$ cat src/hdl/bpj_pkg.sv
// ----------------------------------------------------------------------------
// bpj_pkg: shared types and constants for the disparity back-projection block
// Field widths, register map, pipeline lane and beat structs, derived widths
// for the divider chain and the split multipliers.
// ----------------------------------------------------------------------------
package bpj_pkg;

	// design constants
	localparam int COORD_BITS     = 12;
	localparam int DISP_FRAC_BITS = 6;

	// field widths
	localparam int PIX_W   = 12;
	localparam int DISP_W  = 16;
	localparam int CFG_W   = 32;
	localparam int DIM_W   = 13;
	localparam int OUT_W   = 32;
	localparam int ADDR_W  = 5;
	localparam int Q_SHIFT = 28;

	// coordinate mask and outlier threshold (0.05 pixel)
	localparam logic [PIX_W-1:0]  COORD_MASK = PIX_W'((64'd1 << COORD_BITS) - 64'd1);
	localparam logic [DISP_W-1:0] DISP_LIMIT = DISP_W'((5 << DISP_FRAC_BITS) / 100);

	// quotient width, one divider cell per bit
	localparam int QW    = CFG_W + DISP_FRAC_BITS;
	// k * coordinate product and ray widths
	localparam int PK_W  = CFG_W + PIX_W + 1;
	localparam int RAY_W = CFG_W + PIX_W + 2;
	// split multiplier widths
	localparam int HM     = (RAY_W + 1) / 2;
	localparam int HD     = (QW + 1) / 2;
	localparam int MAG2   = 2 * HM;
	localparam int DEP2   = 2 * HD;
	localparam int PP_W   = HM + HD;
	localparam int SUM_W  = HM + 2 * HD;
	localparam int PROD_W = MAG2 + DEP2;

	// saturation limits
	localparam logic [OUT_W-1:0] SAT_POS = 32'h7fff_ffff;
	localparam logic [OUT_W-1:0] SAT_NEG = 32'h8000_0000;

	// register reset values
	localparam logic [DIM_W-1:0] RST_WIDTH  = 13'd640;
	localparam logic [DIM_W-1:0] RST_HEIGHT = 13'd480;
	localparam logic [CFG_W-1:0] RST_FB     = 32'h0000_0000;
	localparam logic [CFG_W-1:0] RST_ONE    = 32'h1000_0000;
	localparam logic [CFG_W-1:0] RST_ZERO   = 32'h0000_0000;

	typedef enum logic [1:0] {
		ST_GOOD    = 2'd0,
		ST_OOB     = 2'd1,
		ST_OUTLIER = 2'd2
	} status_t;

	typedef enum logic [2:0] {
		REG_IMAGE_WIDTH    = 3'd0,
		REG_IMAGE_HEIGHT   = 3'd1,
		REG_FOCAL_BASELINE = 3'd2,
		REG_INV_K00        = 3'd3,
		REG_INV_K01        = 3'd4,
		REG_INV_K02        = 3'd5,
		REG_INV_K11        = 3'd6,
		REG_INV_K12        = 3'd7
	} reg_idx_t;

	typedef struct packed {
		logic [DIM_W-1:0]        image_width;
		logic [DIM_W-1:0]        image_height;
		logic [CFG_W-1:0]        focal_baseline;
		logic signed [CFG_W-1:0] inv_k00;
		logic signed [CFG_W-1:0] inv_k01;
		logic signed [CFG_W-1:0] inv_k02;
		logic signed [CFG_W-1:0] inv_k11;
		logic signed [CFG_W-1:0] inv_k12;
	} cfg_t;

	typedef struct packed {
		logic [PIX_W-1:0]  pixel_column;
		logic [PIX_W-1:0]  pixel_row;
		logic [DISP_W-1:0] disparity_value;
	} pixel_t;

	typedef struct packed {
		logic [1:0]              status;
		logic signed [OUT_W-1:0] point_x;
		logic signed [OUT_W-1:0] point_y;
		logic signed [OUT_W-1:0] point_z;
	} point_t;

	// one item travelling down the divider chain
	typedef struct packed {
		status_t                 status;
		logic signed [RAY_W-1:0] ray_x;
		logic signed [RAY_W-1:0] ray_y;
		logic [DISP_W-1:0]       divisor;
		logic [DISP_W-1:0]       rem;
		logic [QW-1:0]           work;
	} lane_t;

endpackage

$ cat src/hdl/bpj_div_cell.sv
// ----------------------------------------------------------------------------
// bpj_div_cell: one restoring-division cell
// Shifts one dividend bit into the partial remainder, subtracts the
// disparity when it fits and shifts the quotient bit in.
// ----------------------------------------------------------------------------
module bpj_div_cell (
	input  logic           clk,
	input  logic           arst_n,
	input  logic           en,
	input  logic           up_valid,
	input  bpj_pkg::lane_t up_lane,
	output logic           dn_valid,
	output bpj_pkg::lane_t dn_lane
);

	logic [bpj_pkg::DISP_W:0]   shifted;
	logic [bpj_pkg::DISP_W+1:0] diff;
	logic                       fits;
	bpj_pkg::lane_t             lane_n;
	logic                       valid_q;
	bpj_pkg::lane_t             lane_q;

	// trial subtract
	always_comb begin
		shifted     = {up_lane.rem, up_lane.work[bpj_pkg::QW-1]};
		diff        = {1'b0, shifted} - {2'b00, up_lane.divisor};
		fits        = ~diff[bpj_pkg::DISP_W+1];
		lane_n      = up_lane;
		lane_n.rem  = fits ? diff[bpj_pkg::DISP_W-1:0] : shifted[bpj_pkg::DISP_W-1:0];
		lane_n.work = {up_lane.work[bpj_pkg::QW-2:0], fits};
	end

	always_ff @(posedge clk or negedge arst_n) begin
		if (!arst_n)
			valid_q <= 1'b0;
		else if (en)
			valid_q <= up_valid;
	end

	always_ff @(posedge clk) begin
		if (en)
			lane_q <= lane_n;
	end

	assign dn_valid = valid_q;
	assign dn_lane  = lane_q;

endmodule

$ cat config.mk
export PLATFORM = sky130hd
export DESIGN_NAME = bpj_div_cell
export DESIGN_NICKNAME = d
export VERILOG_FILES = /design/src/hdl/bpj_pkg.sv /design/src/hdl/bpj_div_cell.sv
export SDC_FILE = /design/constraint.sdc
export NUM_CORES = 1
export LEC_CHECK = 0
export ABC_AREA = 0
export ABC_CLOCK_PERIOD_IN_PS = 800
export BUFFER_PORTS_ARGS = -buffer_cell sky130_fd_sc_hd__buf_2
export CORE_AREA = 2 2 131 133
export DETAILED_ROUTE_END_ITERATION = 16
export DIE_AREA = 0 0 133 135
export PLACE_DENSITY_LB_ADDON = 0.05
export SLEW_MARGIN = 20
export SYNTH_ARGS = -nofsm -noshare
export SYNTH_HDL_FRONTEND = slang
export SYNTH_SLANG_ARGS = --single-unit
$ cat constraint.sdc
create_clock -name clk -period 0.8 [get_ports clk]
set_input_delay 0.16 -clock clk [delete_from_list [all_inputs] [get_ports clk]]
set_output_delay 0.16 -clock clk [all_outputs]
set_load 0.03 [all_outputs]
==> summary.md <==
The run finished, with violations left. The final reports fail on negative setup slack. For the area of placed instances, the log shows 8510 um^2. TritonCTS built the clock tree. The floorplan has 47 rows. Summed over all layers, the routed wires come to 19.5 mm. The required time of the critical path is 0.97 ns, and the maximum buffer depth of the clock tree is 2. The net count after synthesis is 476, and the post-synthesis register bit count is 165. The wire length of the first global-routing pass is 29.2 mm, and the proportion of layout cells with a drive suffix above 1 is 54.8%. The peak clock frequency supported by timing is 518 MHz, and the sequential element share of the synthesized area is 82.9%. The pin count of the biggest net entering global routing came out at 47. After clock tree synthesis, the clock-pin slew on the worst setup and hold paths is 0.07 ns. In this run the number of H-tree levels came out at 4.

The tools report the number of antenna violations at the first check in global routing as 4. The share of async-settable or async-resettable flops after synthesis was 0.606%. Number of cells in the design after placement: 896. In this run the power density over the cells is 2130 nW/um^2. Leaving out filler cells and counting taps, the final layout contains 1086. Counting every instance in the synthesized netlist gives 291.

The core region is 16400 um^2. For the number of clock sinks seen by CTS, the log shows 165. The worst-case setup margin in the final layout is -1.13 ns. The final routed wire length divided by cell count came out at 17.9 um. Via count of the first global-routing pass: 5419. The congestion estimate from routability-driven global placement came to 0.787. In this run the worst path has a maximum fanout of 3.

The per-instance average area after synthesis is 20.5 um^2. The total iterations of the first detailed-routing run is 7. STA classifies the critical path endpoint as a flop. For this run, the leading register cell type out of synthesis is edfxtp_1. After detailed routing, the number of remaining DRC violations is 0. Root cell of the clock tree: clkbuf_16. The worst hold path belongs to the class in2reg. The die covers 18000 um^2.

IR analysis of the VDD net gives a maximum drop of 1420 uV. The count of routing violations after the opening detailed-route iteration is 211, and the total routing usage reported by global routing is 21.7%. For the final count of hold timing violations, the log shows 0. For the pin with the worst max-slew slack, the measured transition is 0.287 ns. The count of nets left with antenna violations once routing finished came out at 0. Setup repair after global routing could not meet its margin everywhere. Yosys mapped a number of flops with a built-in enable equal to 164. The horizontal die dimension was 133 um; the number of CTS-inserted buffers was 17. Final count of negative-setup-slack endpoints: 183.

Kind of critical path: in2reg. The die height came out at 135 um. For the worst setup path, the data arrival time is 2.10 ns. The post-synthesis cell area came out at 5970 um^2. Dividing the detail-routed via count by the number of cells gives 4.49. The logs give -70.54 ns for the sum of negative setup slack and 1070 for the number of fill cells in the layout. The area overhead of the layout relative to synthesis is 98.7%, and the leftover overflow at the end of global routing is 0. The worst path needs 1.93 ns of the cycle, external delays included. The number of ports placed on the die boundary is 333, and the number of port buffers is 332. For the insertion delay to the later sink of the worst-skew pair, the log shows 0.42 ns.

The startpoint type of the worst setup path is a primary input. Final design area excluding fillers: 11900 um^2. The relative slew slack is 80.8%, and the number of slew-limit violations in the final report is 0. The wire-length estimate of the detail-placed layout is 12.5 mm. In the final design database the tool counted 1035 nets. After layout, the worst path uses 241% of the clock period. The effective utilization at floorplan was 36.4%.

In this run the static leakage power is 0.00510 uW. The run gives 0 as the number of maximum-capacitance constraint violations. The Yosys step of the flow raised 0 warnings.

For the final database, setup skew stands at 0 ns. The routed layout has 4876 vias. The run gives 40 as the unique cell type count in the Yosys netlist.
[power by group]
group | total, uW | internal [uW] | switching [uW]
Sequential | 10800 | 10400 | 367
Clock | 8600 | 5020 | 3590
Combinational | 5880 | 2990 | 2890
[cell usage after synthesis, types with 2 or more instances]
cell type,instances,share of area (%)
o21bai_1,2,0.25
o21ai_0,5,0.42
xnor2_1,5,0.73
nor2_1,7,0.44
a31oi_1,3,0.31
nand3_1,3,0.25
o21a_1,3,0.38
ha_1,16,3.4
inv_1,18,1.1
mux2_2,7,1.3
buf_2,2,0.17
a21o_1,5,0.63
a211oi_1,3,0.38
nand2_1,6,0.38
xor2_1,5,0.73
mux2_4,7,1.8
o31ai_1,2,0.25
edfxtp_1,164,82
a21oi_1,7,0.59
[path summary, 6_finish.rpt]
path / from / endpoint / slack, ns / cells past startpoint
min in group asynchronous: arst_n / dn_valid / 0.13 / 2
max reg2reg: dn_valid / dn_valid / -0.14 / 2
max: up_lane[37] / dn_lane[48] / -1.13 / 12
min reg2reg: dn_valid / dn_valid / 0.67 / 2
min: up_lane[54] / dn_lane[54] / 0.04 / 2
max in group asynchronous: arst_n / dn_valid / 0.56 / 2
[worst max-delay path, stage by stage]
cell	delay (ns)
buf_6	0.10
inv_4	0.05
ha_4	0.12
inv_2	0.04
fa_2	0.37
a211oi_2	0.23
nor2_2	0.10
o31ai_4	0.23
o2bb2ai_2	0.17
o21bai_1	0.12
xor2_1	0.16
mux2_4	0.26
[area by class of cell]
class | count | area, um^2 | area share, %
Tap cell | 220 | 275 | 2.32
Clock inverter | 14 | 185 | 1.56
Timing Repair Buffer | 543 | 4780 | 40.3
Antenna cell | 3 | 7.51 | 0.0633
Multi-Input combinational cell | 105 | 1140 | 9.59
Inverter | 18 | 95.1 | 0.802
Clock buffer | 18 | 429 | 3.62
Sequential cell | 165 | 4950 | 41.7
[layer usage]
| metal | vias to the layer above | wire [um] | GRT usage (%) |
|---|---|---|---|
| li1 | 2262 | - | - |
| met4 | 2 | 582 | 10.2 |
| met1 | 2378 | 6600 | 21.1 |
| met2 | 193 | 11100 | 42.2 |
| met3 | 41 | 1210 | 6.08 |
| met5 | - | 8 | 0 |
[cell families after synthesis]
group,after synthesis,share of synthesized area (%)
mux,15,3.25
xor+xnor,10,1.47
fa+ha+maj,17,3.69
compound gates,43,5.72
buf+inv,21,1.49
flops,165,82.9
simple gates,20,1.47
[sequential cells by signal, indices dropped and copies added (netlist names)]
register / cells
dn_lane: 164
dn_valid: 1
[per-stage QoR]
step	setup slack (ns)	utilization, %	hold slack (ns)	power [uW]
2_1_floorplan	-1.53	-	-0.136	13200
3_3_place_gp	-1.73	51.9	-0.0635	14900
5_1_grt	-1.24	72.3	0.0339	26100
3_5_place_dp	-1.77	51.9	-0.0642	15000
6_report	-1.13	72.3	0.0429	25200
4_1_cts	-1.11	72.1	0.0245	25300
[cell usage in the layout (no fill, tap or decap), types with 2 or more instances in the layout]
master           n
a211oi_2         2
a21o_1           5
a21oi_1          7
a31oi_1          3
buf_12           6
buf_2          160
buf_4           54
buf_6          175
bufinv_16        3
clkbuf_16       17
clkinvlp_4       2
diode_2          3
dlygate4sd3_1  148
edfxtp_1       164
ha_1             8
ha_4             8
inv_1           11
inv_12           2
inv_2            4
inv_6            6
inv_8            2
mux2_4          14
nand2_1          5
nand3_1          2
nor2_1           5
nor2_2           2
o21a_1           3
o21ai_0          3
o21ai_1          2
o21bai_1         2
xnor2_1          5
xor2_1           5
[repair_timing]
action | CTS | global route
buffers inserted | 8 | 1
endpoints found under the setup margin | 182 | 183
hold endpoints to repair | 148 | 0
pin swaps | 17 | 4
resized for setup | 364 | 5
hold buffers | 148 | 0
No activity file was read; power rests on OpenSTA's default activity.
