--- src/hdl/bpj_pkg.sv ---
// ----------------------------------------------------------------------------
// bpj_pkg: shared types and constants for the disparity back-projection block
// Field widths, register map, pipeline lane and beat structs, derived widths
// for the divider chain and the split multipliers.
// ----------------------------------------------------------------------------
package bpj_pkg;

	// design constants
	localparam int COORD_BITS     = 12;
	localparam int DISP_FRAC_BITS = 6;

	// field widths
	localparam int PIX_W   = 12;
	localparam int DISP_W  = 16;
	localparam int CFG_W   = 32;
	localparam int DIM_W   = 13;
	localparam int OUT_W   = 32;
	localparam int ADDR_W  = 5;
	localparam int Q_SHIFT = 28;

	// coordinate mask and outlier threshold (0.05 pixel)
	localparam logic [PIX_W-1:0]  COORD_MASK = PIX_W'((64'd1 << COORD_BITS) - 64'd1);
	localparam logic [DISP_W-1:0] DISP_LIMIT = DISP_W'((5 << DISP_FRAC_BITS) / 100);

	// quotient width, one divider cell per bit
	localparam int QW    = CFG_W + DISP_FRAC_BITS;
	// k * coordinate product and ray widths
	localparam int PK_W  = CFG_W + PIX_W + 1;
	localparam int RAY_W = CFG_W + PIX_W + 2;
	// split multiplier widths
	localparam int HM     = (RAY_W + 1) / 2;
	localparam int HD     = (QW + 1) / 2;
	localparam int MAG2   = 2 * HM;
	localparam int DEP2   = 2 * HD;
	localparam int PP_W   = HM + HD;
	localparam int SUM_W  = HM + 2 * HD;
	localparam int PROD_W = MAG2 + DEP2;

	// saturation limits
	localparam logic [OUT_W-1:0] SAT_POS = 32'h7fff_ffff;
	localparam logic [OUT_W-1:0] SAT_NEG = 32'h8000_0000;

	// register reset values
	localparam logic [DIM_W-1:0] RST_WIDTH  = 13'd640;
	localparam logic [DIM_W-1:0] RST_HEIGHT = 13'd480;
	localparam logic [CFG_W-1:0] RST_FB     = 32'h0000_0000;
	localparam logic [CFG_W-1:0] RST_ONE    = 32'h1000_0000;
	localparam logic [CFG_W-1:0] RST_ZERO   = 32'h0000_0000;

	typedef enum logic [1:0] {
		ST_GOOD    = 2'd0,
		ST_OOB     = 2'd1,
		ST_OUTLIER = 2'd2
	} status_t;

	typedef enum logic [2:0] {
		REG_IMAGE_WIDTH    = 3'd0,
		REG_IMAGE_HEIGHT   = 3'd1,
		REG_FOCAL_BASELINE = 3'd2,
		REG_INV_K00        = 3'd3,
		REG_INV_K01        = 3'd4,
		REG_INV_K02        = 3'd5,
		REG_INV_K11        = 3'd6,
		REG_INV_K12        = 3'd7
	} reg_idx_t;

	typedef struct packed {
		logic [DIM_W-1:0]        image_width;
		logic [DIM_W-1:0]        image_height;
		logic [CFG_W-1:0]        focal_baseline;
		logic signed [CFG_W-1:0] inv_k00;
		logic signed [CFG_W-1:0] inv_k01;
		logic signed [CFG_W-1:0] inv_k02;
		logic signed [CFG_W-1:0] inv_k11;
		logic signed [CFG_W-1:0] inv_k12;
	} cfg_t;

	typedef struct packed {
		logic [PIX_W-1:0]  pixel_column;
		logic [PIX_W-1:0]  pixel_row;
		logic [DISP_W-1:0] disparity_value;
	} pixel_t;

	typedef struct packed {
		logic [1:0]              status;
		logic signed [OUT_W-1:0] point_x;
		logic signed [OUT_W-1:0] point_y;
		logic signed [OUT_W-1:0] point_z;
	} point_t;

	// one item travelling down the divider chain
	typedef struct packed {
		status_t                 status;
		logic signed [RAY_W-1:0] ray_x;
		logic signed [RAY_W-1:0] ray_y;
		logic [DISP_W-1:0]       divisor;
		logic [DISP_W-1:0]       rem;
		logic [QW-1:0]           work;
	} lane_t;

endpackage

--- src/hdl/bpj_regs.sv ---
// ----------------------------------------------------------------------------
// bpj_regs: configuration register file
// APB-style write and read of image size, focal baseline and inverse
// intrinsic terms.
// ----------------------------------------------------------------------------
module bpj_regs (
	input  logic                          clk,
	input  logic                          arst_n,
	input  logic                          psel,
	input  logic                          penable,
	input  logic                          pwrite,
	input  logic [bpj_pkg::ADDR_W-1:0]    paddr,
	input  logic [bpj_pkg::CFG_W-1:0]     pwdata,
	output logic [bpj_pkg::CFG_W-1:0]     prdata,
	output bpj_pkg::cfg_t                 cfg
);

	bpj_pkg::cfg_t     cfg_q;
	bpj_pkg::reg_idx_t idx;
	logic              wr;

	assign idx = bpj_pkg::reg_idx_t'(paddr[bpj_pkg::ADDR_W-1:2]);
	assign wr  = psel & penable & pwrite;
	assign cfg = cfg_q;

	// register writes
	always_ff @(posedge clk or negedge arst_n) begin
		if (!arst_n) begin
			cfg_q.image_width    <= bpj_pkg::RST_WIDTH;
			cfg_q.image_height   <= bpj_pkg::RST_HEIGHT;
			cfg_q.focal_baseline <= bpj_pkg::RST_FB;
			cfg_q.inv_k00        <= bpj_pkg::RST_ONE;
			cfg_q.inv_k01        <= bpj_pkg::RST_ZERO;
			cfg_q.inv_k02        <= bpj_pkg::RST_ZERO;
			cfg_q.inv_k11        <= bpj_pkg::RST_ONE;
			cfg_q.inv_k12        <= bpj_pkg::RST_ZERO;
		end else if (wr) begin
			case (idx)
				bpj_pkg::REG_IMAGE_WIDTH:    cfg_q.image_width    <= pwdata[bpj_pkg::DIM_W-1:0];
				bpj_pkg::REG_IMAGE_HEIGHT:   cfg_q.image_height   <= pwdata[bpj_pkg::DIM_W-1:0];
				bpj_pkg::REG_FOCAL_BASELINE: cfg_q.focal_baseline <= pwdata;
				bpj_pkg::REG_INV_K00:        cfg_q.inv_k00        <= pwdata;
				bpj_pkg::REG_INV_K01:        cfg_q.inv_k01        <= pwdata;
				bpj_pkg::REG_INV_K02:        cfg_q.inv_k02        <= pwdata;
				bpj_pkg::REG_INV_K11:        cfg_q.inv_k11        <= pwdata;
				bpj_pkg::REG_INV_K12:        cfg_q.inv_k12        <= pwdata;
				default: ;
			endcase
		end
	end

	// read mux
	always_comb begin
		case (idx)
			bpj_pkg::REG_IMAGE_WIDTH:    prdata = bpj_pkg::CFG_W'(cfg_q.image_width);
			bpj_pkg::REG_IMAGE_HEIGHT:   prdata = bpj_pkg::CFG_W'(cfg_q.image_height);
			bpj_pkg::REG_FOCAL_BASELINE: prdata = cfg_q.focal_baseline;
			bpj_pkg::REG_INV_K00:        prdata = cfg_q.inv_k00;
			bpj_pkg::REG_INV_K01:        prdata = cfg_q.inv_k01;
			bpj_pkg::REG_INV_K02:        prdata = cfg_q.inv_k02;
			bpj_pkg::REG_INV_K11:        prdata = cfg_q.inv_k11;
			bpj_pkg::REG_INV_K12:        prdata = cfg_q.inv_k12;
			default:                     prdata = '0;
		endcase
	end

endmodule

--- config.mk ---
export PLATFORM = sky130hd
export DESIGN_NAME = bpj_regs
export DESIGN_NICKNAME = d
export VERILOG_FILES = /design/src/hdl/bpj_pkg.sv /design/src/hdl/bpj_regs.sv
export SDC_FILE = /design/constraint.sdc
export NUM_CORES = 1
export LEC_CHECK = 0
export BUFFER_PORTS_ARGS = -buffer_cell sky130_fd_sc_hd__buf_2
export CORE_UTILIZATION = 43
export DETAILED_ROUTE_END_ITERATION = 8
export HOLD_SLACK_MARGIN = 0.02
export MAX_ROUTING_LAYER = met4
export PLACE_DENSITY = 0.7
export SYNTH_ARGS = -nofsm -noshare
export SYNTH_HDL_FRONTEND = slang
export SYNTH_SLANG_ARGS = --single-unit
--- constraint.sdc ---
create_clock -name clk -period 2.29 [get_ports clk]
set_input_delay 0.458 -clock clk [delete_from_list [all_inputs] [get_ports clk]]
set_output_delay 0.458 -clock clk [all_outputs]
set_load 0.1 [all_outputs]
==> results by group <==
Status
  – Status: complete, but fails checks
  – Failing checks: setup timing

Routing
  – Total via count in the routed design: 7667
  – WL/cell: 22.57 um
  – DR vias/cell: 5.473
  – Final wirelength: 31620 um
  – # DRC: 0
  – Post-DRT Antenna Nets: 0
  – Initial DRT Pass Iterations: 4
  – Detailed router's first-iteration violation count: 427

Logic synthesis
  – Syn Area/Cell: 14.17 um2
  – Synth area leaders: dfrtp_1, mux2_2, mux2i_1
  – Yosys warns: 0
  – Yosys reg bits: 218
  – Syn Nets: 751
  – Sequential share of the synthesized area: 54.38%
  – Gate Count Post-Synth: 709
  – Most numerous cell in the Yosys netlist: dfrtp_1
  – Largest area contributor in the netlist: dfrtp_1
  – Most used flip-flop cell after synthesis: dfrtp_1
  – Asr flop ratio synth: 100.0%
  – Post-synth EDFFs: 0
  – Synthesized area: 10050 um2
  – Post-synth top area share: 52.29%
  – Top cells by count, synth: dfrtp_1, mux2_2, mux2i_1, buf_4, o2bb2ai_1
  – Cell variety after synth: 40

Global routing
  – Vias in the first global route: 7793
  – Total gr overflow: 0
  – Initial antenna violation count: 0
  – Pin count of the biggest net entering global routing: 63
  – First-pass GRT wire length: 47290 um
  – Total Routing Usage GR: 26.81%

Die
  – Die H: 154.9 um
  – DIE AREA: 23990 um2
  – I/O Pins: 292
  – CORE AREA: 22780 um2
  – Starting Density: 44.12%
  – Die W: 154.9 um
  – Row count: 55

Timing
  – Slew Limit Headroom: 62.26%
  – Clock skew: 0 ns
  – Worst setup margin: -0.03216 ns
  – Hold Slack: 0.2505 ns
  – Crit path time final: 2.322 ns
  – Fin. Hold Viols: 0
  – Final setup vio count: 3
  – RSZ-0062 raised after global routing: yes
  – Worst-Margin Slew: 0.5655 ns
  – Slew Limit Fails: 0
  – Tcrit/Tclk final: 101.4%
  – Peak Freq: 0.4306 GHz

Worst setup path
  – Crit-path max cell delay: 0.40 ns
  – Slowest CP cell: dfrtp_2
  – Critical Path RT: 1.83 ns
  – Critical Path AT: 1.86 ns
  – CP max FO: 2
  – Crit path launch type: flop
  – Setup Crit Path Kind: reg2out
  – Worst path cell trace: mux2_4 > a222oi_1 > buf_4 > o22ai_4 > buf_12
  – Crit. End Element: output pin

Power
  – Leak: 6.933 nW
  – Worst VDD drop: 0.0008303 V
  – Power Dens Cells: 1299 nW/um2

Cells and area
  – Share of layout cells above drive strength 1: 65.99%
  – Max FFs per register: 218
  – Diodes inserted: 0
  – # nets final: 1112
  – Final core occ: 62.60%
  – Layout area overhead: 41.89%

Placed design
  – Count of input and output buffers: 289
  – DP HPWL: 21310 um
  – Setup Slack @ Placement: -0.1184 ns
  – Final GP Congestion: 0.8094

Clocking
  – Skew-Pair Late Insertion Delay: 0.51 ns
  – Root Buffer: clkbuf_16
  – Max Root-Sink Buffers: 3
  – Sink Count: 218
  – Clock slew at reported path FFs: 0.06 ns
  – H-tree Lvls: 1
  – CTS tree: done
  – CTS Buf Count: 24

Flow run
  – Max-cap viol count: 0

Hold path
  – Hold crit path type: in2reg
==> layer usage <==
layer | global-route usage, % | wire length, um | vias up
met1 | 35.62 | 13990 | 3944
met5 | - | 0 | -
met2 | 41.96 | 14890 | 279
li1 | - | - | 3393
met3 | 5.404 | 1976 | 51
met4 | 7.261 | 765 | 0
==> power by group <==
| part | leakage [nW] | switching [W] | internal [W] |
|---|---|---|---|
| clock | 0.374 | 0.00153 | 0.00220 |
| sequential | 2.75 | 0.000640 | 0.00464 |
| combinational | 3.81 | 0.00757 | 0.00195 |
==> cells in the final DEF (no fill, tap or decap), drive strengths merged, types with 6 or more instances in the layout <==
cell type	n
a211oi	10
a21oi	9
a221oi	6
a22o	18
buf	381
clkbuf	41
dfrtp	210
dfstp	8
inv	6
mux2	223
mux2i	55
nand2	10
nand2b	14
nor2	22
o21ai	8
o2bb2ai	20
o32a	11
==> critical path: cells and delay by family (launching register included) <==
family | cells | cell delay [ns]
muxes | 1 | 0.27
AOI/OAI and AO/OA | 2 | 0.32
DFF | 1 | 0.40
buffers and inverters | 2 | 0.36
==> path summary, 6_finish.rpt <==
check / from / to / slack [ns] / depth (start not counted)
hold reg to reg: cfg[15]$_DFFE_PN0P_ / cfg[15]$_DFFE_PN0P_ / 0.51 / 1
min in group asynchronous: arst_n / cfg[210]$_DFFE_PN0P_ / 0.48 / 2
hold / removal: pwdata[16] / cfg[112]$_DFFE_PN0P_ / 0.25 / 2
setup reg to reg: cfg[13]$_DFFE_PN0P_ / cfg[13]$_DFFE_PN0P_ / 1.39 / 2
setup / recovery: cfg[45]$_DFFE_PN0P_ / prdata[13] / -0.03 / 5
max in group asynchronous: arst_n / cfg[199]$_DFFE_PN1P_ / 1.11 / 3
==> layout make-up <==
| type | count | area [um2] |
|---|---|---|
| Sequential cell | 218 | 5485 |
| Multi-Input combinational cell | 436 | 4552 |
| Timing Repair Buffer | 384 | 3044 |
| Clock buffer | 40 | 742.0 |
| Tap cell | 313 | 391.6 |
| Inverter | 6 | 22.52 |
| Fill cell | 1745 | 8518 |
| Clock inverter | 4 | 22.52 |
==> repair_timing <==
action	CTS	global route
hold buffers	1	0
setup buffers	7	17
resized for setup	31	34
hold endpoints to repair	55	0
pin swaps	5	15
endpoints found under the setup margin	22	20
gates cloned	1	0
==> metrics by stage <==
step	TNS, ns	std cells	power [W]	area, um2
2_1_floorplan	-0.3170	709	0.01271	10160
3_3_place_gp	-1.308	1331	0.01456	12950
3_5_place_dp	-1.283	1331	0.01464	12950
4_1_cts	-0.07749	1384	0.01847	13940
5_1_grt	-0.2860	1401	0.01906	14260
6_report	-0.06596	1401	0.01852	14260
==> kinds of logic (layout without fill, tap and decap cells) <==
kind of cell    Yosys count  count (layout)  share of synthesized area, %
compound gates           95              95                         7.657
flops                   218             218                         54.38
simple gates             60              60                         3.486
mux                     281             281                         31.14
buf+inv                  55             434                         3.337
Power figures use the tool's default switching activity.
