### src/hdl/bpj_pkg.sv
// ----------------------------------------------------------------------------
// bpj_pkg: shared types and constants for the disparity back-projection block
// Field widths, register map, pipeline lane and beat structs, derived widths
// for the divider chain and the split multipliers.
// ----------------------------------------------------------------------------
package bpj_pkg;

	// design constants
	localparam int COORD_BITS     = 12;
	localparam int DISP_FRAC_BITS = 6;

	// field widths
	localparam int PIX_W   = 12;
	localparam int DISP_W  = 16;
	localparam int CFG_W   = 32;
	localparam int DIM_W   = 13;
	localparam int OUT_W   = 32;
	localparam int ADDR_W  = 5;
	localparam int Q_SHIFT = 28;

	// coordinate mask and outlier threshold (0.05 pixel)
	localparam logic [PIX_W-1:0]  COORD_MASK = PIX_W'((64'd1 << COORD_BITS) - 64'd1);
	localparam logic [DISP_W-1:0] DISP_LIMIT = DISP_W'((5 << DISP_FRAC_BITS) / 100);

	// quotient width, one divider cell per bit
	localparam int QW    = CFG_W + DISP_FRAC_BITS;
	// k * coordinate product and ray widths
	localparam int PK_W  = CFG_W + PIX_W + 1;
	localparam int RAY_W = CFG_W + PIX_W + 2;
	// split multiplier widths
	localparam int HM     = (RAY_W + 1) / 2;
	localparam int HD     = (QW + 1) / 2;
	localparam int MAG2   = 2 * HM;
	localparam int DEP2   = 2 * HD;
	localparam int PP_W   = HM + HD;
	localparam int SUM_W  = HM + 2 * HD;
	localparam int PROD_W = MAG2 + DEP2;

	// saturation limits
	localparam logic [OUT_W-1:0] SAT_POS = 32'h7fff_ffff;
	localparam logic [OUT_W-1:0] SAT_NEG = 32'h8000_0000;

	// register reset values
	localparam logic [DIM_W-1:0] RST_WIDTH  = 13'd640;
	localparam logic [DIM_W-1:0] RST_HEIGHT = 13'd480;
	localparam logic [CFG_W-1:0] RST_FB     = 32'h0000_0000;
	localparam logic [CFG_W-1:0] RST_ONE    = 32'h1000_0000;
	localparam logic [CFG_W-1:0] RST_ZERO   = 32'h0000_0000;

	typedef enum logic [1:0] {
		ST_GOOD    = 2'd0,
		ST_OOB     = 2'd1,
		ST_OUTLIER = 2'd2
	} status_t;

	typedef enum logic [2:0] {
		REG_IMAGE_WIDTH    = 3'd0,
		REG_IMAGE_HEIGHT   = 3'd1,
		REG_FOCAL_BASELINE = 3'd2,
		REG_INV_K00        = 3'd3,
		REG_INV_K01        = 3'd4,
		REG_INV_K02        = 3'd5,
		REG_INV_K11        = 3'd6,
		REG_INV_K12        = 3'd7
	} reg_idx_t;

	typedef struct packed {
		logic [DIM_W-1:0]        image_width;
		logic [DIM_W-1:0]        image_height;
		logic [CFG_W-1:0]        focal_baseline;
		logic signed [CFG_W-1:0] inv_k00;
		logic signed [CFG_W-1:0] inv_k01;
		logic signed [CFG_W-1:0] inv_k02;
		logic signed [CFG_W-1:0] inv_k11;
		logic signed [CFG_W-1:0] inv_k12;
	} cfg_t;

	typedef struct packed {
		logic [PIX_W-1:0]  pixel_column;
		logic [PIX_W-1:0]  pixel_row;
		logic [DISP_W-1:0] disparity_value;
	} pixel_t;

	typedef struct packed {
		logic [1:0]              status;
		logic signed [OUT_W-1:0] point_x;
		logic signed [OUT_W-1:0] point_y;
		logic signed [OUT_W-1:0] point_z;
	} point_t;

	// one item travelling down the divider chain
	typedef struct packed {
		status_t                 status;
		logic signed [RAY_W-1:0] ray_x;
		logic signed [RAY_W-1:0] ray_y;
		logic [DISP_W-1:0]       divisor;
		logic [DISP_W-1:0]       rem;
		logic [QW-1:0]           work;
	} lane_t;

endpackage

### src/hdl/bpj_front.sv
// ----------------------------------------------------------------------------
// bpj_front: pixel classification and viewing ray
// Border and outlier checks, K-inverse times [u, v, 1], and loading of the
// first divider cell with the scaled focal baseline.
// ----------------------------------------------------------------------------
module bpj_front (
	input  logic            clk,
	input  logic            arst_n,
	input  logic            en,
	input  bpj_pkg::cfg_t   cfg,
	input  logic            up_valid,
	input  bpj_pkg::pixel_t up_pixel,
	output logic            dn_valid,
	output bpj_pkg::lane_t  dn_lane
);

	logic [bpj_pkg::PIX_W-1:0] u_in;
	logic [bpj_pkg::PIX_W-1:0] v_in;
	logic                      oob;
	bpj_pkg::status_t          status_in;

	logic                       valid_s1, valid_s2, valid_s3;
	logic [bpj_pkg::PIX_W-1:0]  u_s1, v_s1;
	logic [bpj_pkg::DISP_W-1:0] d_s1, d_s2;
	bpj_pkg::status_t           status_s1, status_s2;

	logic signed [bpj_pkg::PK_W-1:0] pk00_s2, pk01_s2, pk11_s2;
	bpj_pkg::lane_t                  lane_s3;

	// border and small-disparity checks
	always_comb begin
		u_in = up_pixel.pixel_column & bpj_pkg::COORD_MASK;
		v_in = up_pixel.pixel_row & bpj_pkg::COORD_MASK;
		oob  = (u_in == '0) || (v_in == '0)
			|| (bpj_pkg::DIM_W'(u_in) + 13'd2 > cfg.image_width)
			|| (bpj_pkg::DIM_W'(v_in) + 13'd2 > cfg.image_height);
		if (oob)
			status_in = bpj_pkg::ST_OOB;
		else if (up_pixel.disparity_value <= bpj_pkg::DISP_LIMIT)
			status_in = bpj_pkg::ST_OUTLIER;
		else
			status_in = bpj_pkg::ST_GOOD;
	end

	// valid pipeline
	always_ff @(posedge clk or negedge arst_n) begin
		if (!arst_n) begin
			valid_s1 <= 1'b0;
			valid_s2 <= 1'b0;
			valid_s3 <= 1'b0;
		end else if (en) begin
			valid_s1 <= up_valid;
			valid_s2 <= valid_s1;
			valid_s3 <= valid_s2;
		end
	end

	// stage 1: capture pixel, stage 2: k products, stage 3: ray sums
	always_ff @(posedge clk) begin
		if (en) begin
			u_s1      <= u_in;
			v_s1      <= v_in;
			d_s1      <= up_pixel.disparity_value;
			status_s1 <= status_in;

			pk00_s2   <= bpj_pkg::PK_W'($signed(cfg.inv_k00))
				* bpj_pkg::PK_W'($signed({1'b0, u_s1}));
			pk01_s2   <= bpj_pkg::PK_W'($signed(cfg.inv_k01))
				* bpj_pkg::PK_W'($signed({1'b0, v_s1}));
			pk11_s2   <= bpj_pkg::PK_W'($signed(cfg.inv_k11))
				* bpj_pkg::PK_W'($signed({1'b0, v_s1}));
			d_s2      <= d_s1;
			status_s2 <= status_s1;

			lane_s3.status  <= status_s2;
			lane_s3.ray_x   <= bpj_pkg::RAY_W'(pk00_s2) + bpj_pkg::RAY_W'(pk01_s2)
				+ bpj_pkg::RAY_W'($signed(cfg.inv_k02));
			lane_s3.ray_y   <= bpj_pkg::RAY_W'(pk11_s2)
				+ bpj_pkg::RAY_W'($signed(cfg.inv_k12));
			lane_s3.divisor <= d_s2;
			lane_s3.rem     <= '0;
			lane_s3.work    <= {cfg.focal_baseline, {bpj_pkg::DISP_FRAC_BITS{1'b0}}};
		end
	end

	assign dn_valid = valid_s3;
	assign dn_lane  = lane_s3;

endmodule

### config.mk
export PLATFORM = sky130hd
export DESIGN_NAME = bpj_front
export DESIGN_NICKNAME = d
export VERILOG_FILES = /design/src/hdl/bpj_pkg.sv /design/src/hdl/bpj_front.sv
export SDC_FILE = /design/constraint.sdc
export NUM_CORES = 2
export LEC_CHECK = 0
export ABC_AREA = 0
export BUFFER_PORTS_ARGS = -buffer_cell sky130_fd_sc_hd__buf_2
export CORE_MARGIN = 2
export CORE_UTILIZATION = 35
export CTS_CLUSTER_SIZE = 30
export DETAILED_ROUTE_END_ITERATION = 16
export SLEW_MARGIN = 15
export SYNTH_ARGS = -nofsm -noshare
export SYNTH_HDL_FRONTEND = slang
export SYNTH_SLANG_ARGS = --single-unit
### constraint.sdc
create_clock -name clk -period 7.2 [get_ports clk]
set_clock_uncertainty 0.15 [all_clocks]
set_input_delay 1.44 -clock clk [delete_from_list [all_inputs] [get_ports clk]]
set_output_delay 1.44 -clock clk [all_outputs]
set_load 0.03 [all_outputs]
==> impl_metrics.yaml <==
worst_setup_path:
  cp-startpoint: "cfg[135]"
  worstPathMaxFanout: 9
  r2r_start: "v_s1[6]"
  crit_type: "primary input to register"
  start_kind: "primary input"
  arrival_ns: 7.12
  r2r_end: "pk01_s2[42]"
  critPathRequiredTime_ns: 7.39
  endpoint: "pk00_s2[42]"
  ff2ff_path_depth: 22
  r2r_slack_ns: 0.43
  cp-end-kind: "register"
logic_synthesis:
  netlist.area_leader.share: 0.3727
  yosys.cell_types.count: 92
  synth.area.mux_share: 0.0007684
  synth_cells: 5957
  synthArstFlopShare: 0.008824
  synth_edf_count: 337
  avgSynthCellArea_um2: 9.567
  synth_fa_ha_area_frac: 0.4636
  synthesis.area_um2: 56990
  synth_xor_area_frac: 0.03504
  synth_warnings: 0
  synth-simple-area-share: 0.1391
  synth_top_family_by_area: "adder cells"
  synth_flop_cell: "edfxtp_1"
  synth-compound-area-share: 0.07043
  synth_seq_area_share: 0.1789
  ys_ff_latch: 340
  synth_area_leader_cell: "fa_1"
  yosys-top-cells-area: "fa_1 (37%), edfxtp_1 (18%), inv_1 (9.3%), ha_1 (9.1%), and2_1 (5.8%)"
placed_design:
  portBuffers: 404
  dpl.hpwl_um: 120200
  place_congestion: 0.8799
  dpl.cell_count: 8610
floorplan:
  dieWidth_um: 407.5
  die-area_um2: 166100
  std_cell_rows: 148
  initial_core_util: 0.3513
  die_y_um: 407.5
  pin_count: 427
  core_area_um2: 162200
cts:
  ctsHoldBuffers: 0
  clock_sinks: 340
  clk_pin_slew_ns: 0.06
  clockBufferDepth: 3
  cts_tree: "built"
  root_buffer: "clkbuf_16"
  cts_made_buffers: 43
  clk_latency_ns: 0.61
  htreeDepth: 2
cells_and_area:
  final_nets: 8218
  final_cells: 8705
  drive_gt1_frac: 0.1283
  final_core_util: 0.4000
  areaGrowthSynthToFinish_pct: 13.84
  final_cell_mix: "inv_1 (1408), fa_1 (1061), nand2_1 (744)"
  layout_commonest_cell: "inv_1"
detailed_routing:
  drt_wl_total_um: 142800
  wl_per_cell_um: 16.40
  first_pass_iters: 6
  wl_met1_um: 60090
  top_layer_used: "met5"
  dr_wl_met2_um: 70710
  drtIter0Drc: 2329
  drtAntennaViolNets: 0
  drc_errors: 0
  via_count: 41200
  routed-wl-met3_um: 7858
  viasPerCell: 4.733
timing:
  hold_viol_final: 0
  fin_crit_sh: 0.9623
  setup_viol: 0
  worst_pin_slew_ns: 1.178
  fmaxAchievable_mhz: 144.3
  maxSlewHeadroom: 0.2147
  fin_crit_ns: 6.928
  final_max_slew_viol_count: 0
  rsz0062_at_grt: "false"
outcome:
  status: "finished, final reports clean"
flow_run:
  maxCapViolCount: 0
global_route:
  first_global_vias: 43290
  grt_use_total: 0.1740
  grt_max_degree: 121
  grt_first_pass_wirelength_um: 230400
  overflow: 0
  antenna_found_initial: 42
hold_path:
  whs_path_depth: 0
  hold_path_class: "register to register"
## synthesized netlist by cell type, types with 4 or more instances
library cell  instances
inv_1              1408
fa_1               1061
nand2_1             744
and2_1              532
ha_1                414
edfxtp_1            337
clkbuf_1            242
a21oi_1             208
xnor2_1             161
nor2_1              117
o21ai_0              95
a21o_1               80
xor2_1               67
nand3_1              47
nand4_1              36
nor3_1               32
a211oi_1             27
nor2b_1              27
nand2b_1             25
o21bai_1             25
o21a_1               23
and3_1               22
buf_4                22
nor4_1               17
a31oi_1              15
o21ai_1              14
o211ai_1             12
o31ai_1              10
a221oi_1              9
o31a_1                8
o22ai_1               6
a211oi_2              5
a31o_2                5
buf_2                 5
o2111ai_1             5
o41ai_1               5
a211o_1               4
a311oi_1              4
or2_2                 4
## layer usage
metal | global-route usage | vias to the layer above
li1 | - | 19170
met1 | 0.2258 | 20930
met2 | 0.2959 | 896
met3 | 0.03097 | 185
met4 | 0.05128 | 18
met5 | 0 | -
## flip-flops by register name (all words and copies together), names as in the netlist
register / cells
status_s1: 2
d_s2: 16
d_s1: 16
pk11_s2: 45
v_s1: 12
dn_lane: 142
valid_s2: 1
u_s1: 12
pk00_s2: 45
status_s2: 2
pk01_s2: 45
dn_valid: 1
valid_s1: 1
## cell type report
cell class | instances | area [um2]
multi-input combinational | 3959 | 40500
timing repair buffer | 727 | 4632
fill | 16210 | 97330
tap | 2175 | 2721
inverter | 1410 | 5293
sequential | 340 | 10190
antenna | 14 | 35.03
clock buffer | 51 | 1149
clock inverter | 29 | 362.8
## kinds of logic (layout without fill, tap and decap cells)
kind of cell / after synthesis / count (layout)
buffers and inverters: 1679 / 2217
AND/OR/NAND/NOR: 1620 / 1620
adder cells (fa/ha/maj): 1475 / 1475
AO/OA/AOI/OAI: 610 / 610
flip-flops: 340 / 340
XOR/XNOR: 228 / 228
multiplexers: 4 / 4
other: 1 / 36
## critical path, stage by stage
cell and delay, ns:
buf_2 0.18, and2_1 0.21, fa_1 0.54, inv_1 0.05
fa_1 0.47, inv_1 0.06, fa_1 0.50, inv_1 0.05
fa_1 0.48, fa_1 0.49, inv_1 0.04, ha_1 0.32
o21a_1 0.14, o31a_1 0.16, o41ai_1 0.08, buf_4 0.15
a21oi_1 0.27, nor3_1 0.09, buf_4 0.15, o31ai_1 0.28
buf_4 0.17, a21oi_1 0.09, nor3_1 0.35, o22ai_1 0.18
xnor2_1 0.15
## worst min path at each step
| stage | from | to | slack [ns] |
|---|---|---|---|
| after floorplan | d_s1[0] | d_s2[0] | 0.25 |
| after global placement | d_s2[5] | dn_lane[59] | 0.25 |
| after detailed placement | d_s1[10] | d_s2[10] | 0.25 |
| after CTS | status_s2[0] | dn_lane[162] | 0.27 |
| after global routing | status_s2[0] | dn_lane[162] | 0.27 |
| final | d_s2[5] | dn_lane[59] | 0.27 |
## per-stage QoR
stage          cell area (um2)  setup TNS (ns)  setup WS, ns  hold slack, ns
3_5_place_dp             63320          -4.240       -0.3055          0.2545
4_1_cts                  64830               0        0.1893          0.2685
3_3_place_gp             63320          -2.669       -0.2803          0.2506
5_1_grt                  64870               0       0.02582          0.2722
2_1_floorplan            57070               0        0.1573          0.2503
6_report                 64880               0        0.2717          0.2679
## what timing repair did
item	CTS	global route
setup endpoints to repair	0	7
gates resized for setup	0	2
setup buffers	0	1
Power is left out: the tool's default activity adds up to more than one toggle a clock period on the data nets, which glitch-free logic cannot reach.
